$ cat src/assert_macros.svh
// Assertion macro used by the top-level RTL file of the sparse index table.
// Depends on nothing; included by files that carry concurrent checks.
`ifndef ASSERT_MACROS_SVH
`define ASSERT_MACROS_SVH

// check a property on every rising edge outside reset
`define MSIT_ASSERT(lbl, clk, rstn, prop, msg) \
  lbl: assert property (@(posedge clk) disable iff (!rstn) (prop)) else $error(msg);

`endif

$ cat src/msit_pkg.sv
// Shared types, constants and helper functions of the sparse index table.
// Used by msit_step, the top level and the testbench.
`default_nettype none
package msit_pkg;
  localparam int MAX_LEVELS = 4;
  localparam int MAX_BRANCH = 16;
  localparam int DIGIT_BITS = 4;
  localparam int VALUE_BITS = 32;
  localparam int ADDR_BITS  = DIGIT_BITS * MAX_LEVELS;
  localparam int LVL_BITS   = 3;
  localparam int BR_BITS    = 5;

  typedef logic [DIGIT_BITS-1:0]       digit_t;
  typedef digit_t [MAX_LEVELS-1:0]     digits_t;
  typedef logic [BR_BITS-1:0]          branch_t;
  typedef branch_t [MAX_LEVELS-1:0]    branches_t;
  typedef logic [LVL_BITS-1:0]         level_t;
  typedef logic [ADDR_BITS-1:0]        addr_t;
  typedef logic [VALUE_BITS-1:0]       value_t;

  typedef enum logic [2:0] {
    KIND_READ  = 3'd0,
    KIND_WRITE = 3'd1,
    KIND_ERASE = 3'd2,
    KIND_NEXT  = 3'd3,
    KIND_PREV  = 3'd4,
    KIND_CLEAR = 3'd5
  } kind_e;

  typedef enum logic [2:0] {
    REG_LEVELS = 3'd0,
    REG_BR0    = 3'd1,
    REG_BR1    = 3'd2,
    REG_BR2    = 3'd3,
    REG_BR3    = 3'd4
  } reg_e;

  function automatic level_t eff_levels(input level_t l);
    level_t r;
    r = l;
    if (l < level_t'(1)) r = level_t'(1);
    if (l > level_t'(MAX_LEVELS)) r = level_t'(MAX_LEVELS);
    return r;
  endfunction

  function automatic branch_t eff_branch(input branch_t b);
    branch_t r;
    r = b;
    if (b < branch_t'(2)) r = branch_t'(2);
    if (b > branch_t'(MAX_BRANCH)) r = branch_t'(MAX_BRANCH);
    return r;
  endfunction
endpackage
`default_nettype wire

$ cat src/msit_step.sv
// Shared stepper: moves a mixed-radix index one place forward or back.
// Depends on msit_pkg.
`default_nettype none
module msit_step (
  input  wire msit_pkg::digits_t   dig_i,
  input  wire msit_pkg::level_t    levels_i,
  input  wire msit_pkg::branches_t branch_i,
  input  wire logic                fwd_i,
  output msit_pkg::digits_t        dig_o,
  output logic                     ok_o
);
  always_comb begin
    logic carry;
    msit_pkg::branch_t nxt;
    carry = 1'b1;
    dig_o = dig_i;
    for (int i = msit_pkg::MAX_LEVELS - 1; i >= 0; i--) begin
      nxt = msit_pkg::branch_t'(dig_i[i]) + msit_pkg::branch_t'(1);
      if (carry && (msit_pkg::level_t'(i) < levels_i)) begin
        if (fwd_i) begin
          if (nxt < branch_i[i]) begin
            dig_o[i] = nxt[msit_pkg::DIGIT_BITS-1:0];
            carry = 1'b0;
          end else begin
            dig_o[i] = '0;
          end
        end else begin
          if (dig_i[i] != '0) begin
            dig_o[i] = dig_i[i] - msit_pkg::digit_t'(1);
            carry = 1'b0;
          end else begin
            dig_o[i] = msit_pkg::digit_t'(branch_i[i] - msit_pkg::branch_t'(1));
          end
        end
      end
    end
    ok_o = !carry;
  end
endmodule
`default_nettype wire

$ cat config.mk
export PLATFORM = sky130hd
export DESIGN_NAME = msit_step
export DESIGN_NICKNAME = d
export VERILOG_FILES = /design/src/assert_macros.svh /design/src/msit_pkg.sv /design/src/msit_step.sv
export SDC_FILE = /design/constraint.sdc
export NUM_CORES = 1
export LEC_CHECK = 0
export ABC_AREA = 1
export ABC_CLOCK_PERIOD_IN_PS = 2510
export BUFFER_PORTS_ARGS = -buffer_cell sky130_fd_sc_hd__buf_2
export CORE_MARGIN = 8
export CORE_UTILIZATION = 54
export DETAILED_ROUTE_END_ITERATION = 16
export PLACE_DENSITY_LB_ADDON = 0.08
export SLEW_MARGIN = 20
export SYNTH_ARGS = -nofsm -noshare
export SYNTH_HDL_FRONTEND = slang
export SYNTH_SLANG_ARGS = --single-unit
export TNS_END_PERCENT = 20
$ cat constraint.sdc
create_clock -name vclk -period 2.51
set_input_delay 0.3765 -clock vclk [all_inputs]
set_output_delay 0.3765 -clock vclk [all_outputs]
set_load 0.005 [all_outputs]
==> impl_metrics.tcl, run 1 <==
set metrics [dict create \
    diodes 0 \
    grt_overflow 0 \
    row_count 19 \
    numPortBuffers 57 \
    synth.cell_area_um2 1600 \
    fin_util 0.823 \
    via_count 2047 \
    power_frac_comb 1.000 \
    layout.cells.most_common_list "nand2_1, buf_2, inv_1" \
    p_sw_frac 0.542 \
    cp.arrival_ps 2170 \
    regArea_um2 0 \
    dp_hpwl_um 3760 \
    nClkBuffers 0 \
    first_pass_iters 4 \
    synth_warnings 0 \
    p_per_area_nw_per_um2 197 \
    drt-total-wl_um 4770 \
    hold_viol 0 \
    cp-end-kind "output port" \
    peakVddDrop_mv 0.157 \
    synthDistinctLibCells 29 \
    internal_power_uw 207 \
    grt_max_degree 19 \
    syn_nets 350 \
    cp-start-kind "primary input" \
    worstPathRequired_ps 2130 \
    fmax_ghz 0.392 \
    viasPerCell 5.17 \
    tns_ps -241 \
    seq_power_share 0 \
    grt_pass1_wl_um 7880 \
    fin_ws_ps -39.1 \
    dieArea_um2 4960 \
    rsz0062_at_grt "true" \
    start_util 0.575 \
    avgSynthCellArea_um2 5.67 \
    io_pins 57 \
    synthCells 282 \
    grt_usage 0.174 \
    dieWidth_um 70.4 \
    crit_buf_inv 2 \
    violations "negative setup slack" \
    seq_cell_count 0 \
    remaining_drc_errors 0 \
    wl_per_cell_um 12.0 \
    slowest_delay_ps 290 \
    multi_input_area_um2 1510 \
    worstHoldPathType "in2out" \
    worst_slew_pin_slew_ps 369 \
    finalCritPeriodShare 1.02 \
    slew_headroom 0.754 \
    ys_seq_area_frac 0 \
    crit_fanout 6 \
    final-setup-viol-count 7 \
    antenna_found_initial 0 \
    grt_pass1_vias 1974 \
    clockPowerShare 0 \
    slowest_stage "ha_1" \
    area_growth_pct 43.0 \
    gp_congestion 0.913 \
    cts_hold_buf 0 \
    drt_iter0_drc 80 \
    switchingPower_uw 245 \
    path_cells "buf_4 > ha_4 > nand2_1 > nor2_1 > ha_1 > nand2_1 > nor2_1 > nand2_1 > nand2_2 > nand2_2 > nand2_2 > nand2_4 > a31oi_4 > nand2_4 > nand2_2 > nand2_1 > buf_2" \
    layout_commonest_cell "nand2_1" \
    core_um2 2780 \
    nets 435 \
    worstSetupPathType "in2out" \
    nFillCells 218 \
    leakagePower_nw 1.32 \
    ant_nets 0 \
    maxCapViolations 0 \
    finalCriticalPeriod_ps 2550 \
    die_h_um 70.4 \
    drive_above_1_share 0.373 \
    path_delay_family "simple AND/OR/NAND/NOR gates" \
    slew_viol_final 0 \
    power_uw 452 \
    status "complete, but fails checks" \
]
path summary, 6_finish.rpt:
path / endpoint / from / cells past startpoint
min: dig_o[3] / dig_i[3] / 4
max: dig_o[0] / dig_i[9] / 17
power by group through the flow:
stage / registers [mW] / logic [mW] / clock network, mW
5_1_grt: 0 / 0.509 / 0
4_1_cts: 0 / 0.427 / 0
3_3_place_gp: 0 / 0.393 / 0
3_5_place_dp: 0 / 0.400 / 0
2_1_floorplan: 0 / 0.242 / 0
6_report: 0 / 0.452 / 0
metrics by stage:
stage / instances / hold WS [ps] / area, um2 / setup WS [ps]
2_1_floorplan: 282 / 844 / 1600 / 282
3_3_place_gp: 391 / 1040 / 2080 / -55.8
3_5_place_dp: 391 / 1050 / 2080 / -89.1
4_1_cts: 394 / 1050 / 2210 / -16.7
5_1_grt: 396 / 1100 / 2290 / -195
6_report: 396 / 1050 / 2290 / -39.1
routing by layer:
| metal | GRT usage | wire, um | up-vias |
|---|---|---|---|
| met5 | 0 | 0 | - |
| met4 | 0.0290 | 87 | 0 |
| met3 | 0.0254 | 271 | 12 |
| met2 | 0.325 | 2360 | 63 |
| met1 | 0.203 | 2050 | 890 |
| li1 | - | - | 1082 |
kinds of logic after synthesis:
family,count (synthesis),synth area share
compound gates,53,0.202
xor+xnor,8,0.0438
fa+ha+maj,28,0.219
buf+inv,59,0.146
simple gates,134,0.389
layout make-up:
cell class | instances | area share
timing repair buffer | 87 | 0.235
tap | 31 | 0.0169
multi-input combinational | 223 | 0.658
inverter | 55 | 0.0902
synthesized netlist by cell type, types with 3 or more instances:
cell     instances  area share
o21ai_0         16       0.050
inv_2            5       0.012
inv_1           49        0.11
nand2_2          3       0.012
o21ai_2          6       0.033
xor2_1           8       0.044
o21ai_1          4       0.013
ha_1            28        0.22
a21oi_1         17       0.053
nor2_1          22       0.052
nand2_4          3       0.021
a22oi_1          3       0.014
nand3_2          5       0.031
nand2_1         72        0.17
nand3_1         21       0.066
nand4_1          5       0.020
what timing repair did:
item,CTS,global route
pin swaps,14,10
resized for setup,20,17
setup buffers,3,2
endpoints found under the setup margin,8,17
Power figures use the tool's default switching activity.
==> run 2, diff against run 1 <==
- CORE_UTILIZATION: 54 -> 35
- PLACE_DENSITY_LB_ADDON: 0.08 -> unset
==> run 2 against run 1 <==
- the run now ends clean
- critical path depth shrank 1
- sequential cell count unchanged
- non-clock buffer count is 5 lower
- worst setup slack better by 61 ps
- final cell count up 4.0%
- fmax increased by 2.5%
- total power is 4.2% lower
- wire length decreased by 2.9%
- die area grew 41%
==> impl_metrics.tcl, run 2 (synthesized netlist as in run 1, its figures left out) <==
set metrics [dict create \
    status "completed" \
    start_util 0.365 \
    peakVddDrop_mv 0.0971 \
    crit_fanout 6 \
    grt_pass1_vias 1901 \
    cp-start-kind "primary input" \
    hold_viol 0 \
    slew_viol_final 0 \
    instances_no_fill 412 \
    fmax_ghz 0.402 \
    seq_cell_count 0 \
    grt_pass1_wl_um 7980 \
    dp_cells 411 \
    row_count 24 \
    ant_nets 0 \
    die_h_um 83.6 \
    grt_usage 0.124 \
    grt_overflow 0 \
    worstHoldPathType "in2out" \
    drive_above_1_share 0.347 \
    finalCriticalPeriod_ps 2490 \
    finalCritPeriodShare 0.991 \
    grt_max_degree 19 \
    wl_per_cell_um 11.2 \
    drt-total-wl_um 4630 \
    fin_ws_ps 22.3 \
    antenna_found_initial 0 \
    met1Wirelength_um 2310 \
    maxCapViolations 0 \
    via_count 1980 \
    leakagePower_nw 1.31 \
    cp.arrival_ps 2110 \
    dieWidth_um 83.6 \
    numPortBuffers 57 \
    drt_iter0_drc 67 \
    p_per_area_nw_per_um2 191 \
    dp_hpwl_um 3910 \
    slew_headroom 0.757 \
    final-setup-viol-count 0 \
    path_cells "buf_8 > ha_4 > xor2_2 > ha_1 > nand2_1 > nor2_1 > nand2_1 > nand3_2 > nand2_2 > nand2_4 > nand2_4 > a31oi_4 > nand2_4 > nand2_1 > nand2_1 > buf_2" \
    slowest_stage "ha_1" \
    slowest_delay_ps 290 \
    nClkBuffers 0 \
    dieArea_um2 6990 \
    gp_congestion 0.888 \
    dr_wl_met2_um 2060 \
    cp-end-kind "output port" \
    area_growth_pct 41.8 \
    wl_met3_um 261 \
    nets 430 \
    worstSetupPathType "in2out" \
    highest-signal-layer "met3" \
    regArea_um2 0 \
    first_pass_iters 4 \
    worstPathRequired_ps 2130 \
    detailedPlace.worstSlack_ps -101 \
    crit_top_cell "nand2_1" \
    io_pins 57 \
    core_um2 4380 \
    remaining_drc_errors 0 \
    worstSetupEndpoint "dig_o[1]" \
    rsz0062_at_grt "true" \
    layout_commonest_cell "nand2_1" \
    worst_slew_pin_slew_ps 365 \
    crit_start "dig_i[13]" \
    diodes 0 \
    layout.cells.most_common_list "nand2_1, buf_2, inv_1" \
    viasPerCell 4.81 \
]
## run 2: metal layers
layer | GRT usage | up-vias
li1 | - | 1073
met4 | 0.00314 | 0
met1 | 0.172 | 855
met3 | 0.0195 | 0
met2 | 0.204 | 52
met5 | 0 | -
## run 2: per-stage QoR
stage / hold WS (ps) / setup TNS [ps] / total power [mW] / instance area, um2 / util
final: 1030 / 0 / 0.433 / 2270 / 0.517
after CTS: 1030 / -36.2 / 0.428 / 2230 / 0.509
after global placement: 1030 / -537 / 0.399 / 2100 / 0.480
after floorplan: 844 / 0 / 0.242 / 1600 / -
after global routing: 1060 / -1680 / 0.493 / 2270 / 0.517
after detailed placement: 1030 / -635 / 0.404 / 2100 / 0.480
## run 2: what timing repair did
| action | 4_1_cts | 5_1_grt |
|---|---|---|
| buffers inserted | 1 | 0 |
| resized for setup | 26 | 9 |
| setup endpoints to repair | 14 | 17 |
| hold buffers | 0 | 0 |
| pin swaps | 24 | 10 |
## run 2: worst min-delay path by stage
| stage | startpoint | end | slack, ps | cells past startpoint |
|---|---|---|---|---|
| finish | dig_i[3] | dig_o[3] | 1030 | 4 |
| floorplan | dig_i[0] | dig_o[0] | 840 | 2 |
| detailed placement | dig_i[3] | dig_o[3] | 1030 | 4 |
| global placement | dig_i[3] | dig_o[3] | 1030 | 4 |
| CTS | dig_i[3] | dig_o[3] | 1030 | 4 |
| global route | dig_i[3] | dig_o[3] | 1060 | 4 |
## run 2: final cells by class
class / instances / area [um2]
fill: 466 / 2120
inverter: 55 / 206
multi-input combinational: 223 / 1480
tap: 52 / 65.1
timing repair buffer: 82 / 518
## run 2: worst max-delay path: cells and delay by family
family / cells / cell delay (ps)
xor gates and xnor gates: 1 / 140
adders and majority gates: 2 / 450
AOI/OAI and AO/OA: 1 / 230
and+or+nand+nor: 10 / 670
buffers and inverters: 2 / 230
## run 2: report_power, final
part	total, mW	internal [mW]	switching, mW	leakage, nW
clock network	0	0	0	0
logic	0.433	0.198	0.234	1.31
registers	0	0	0	0
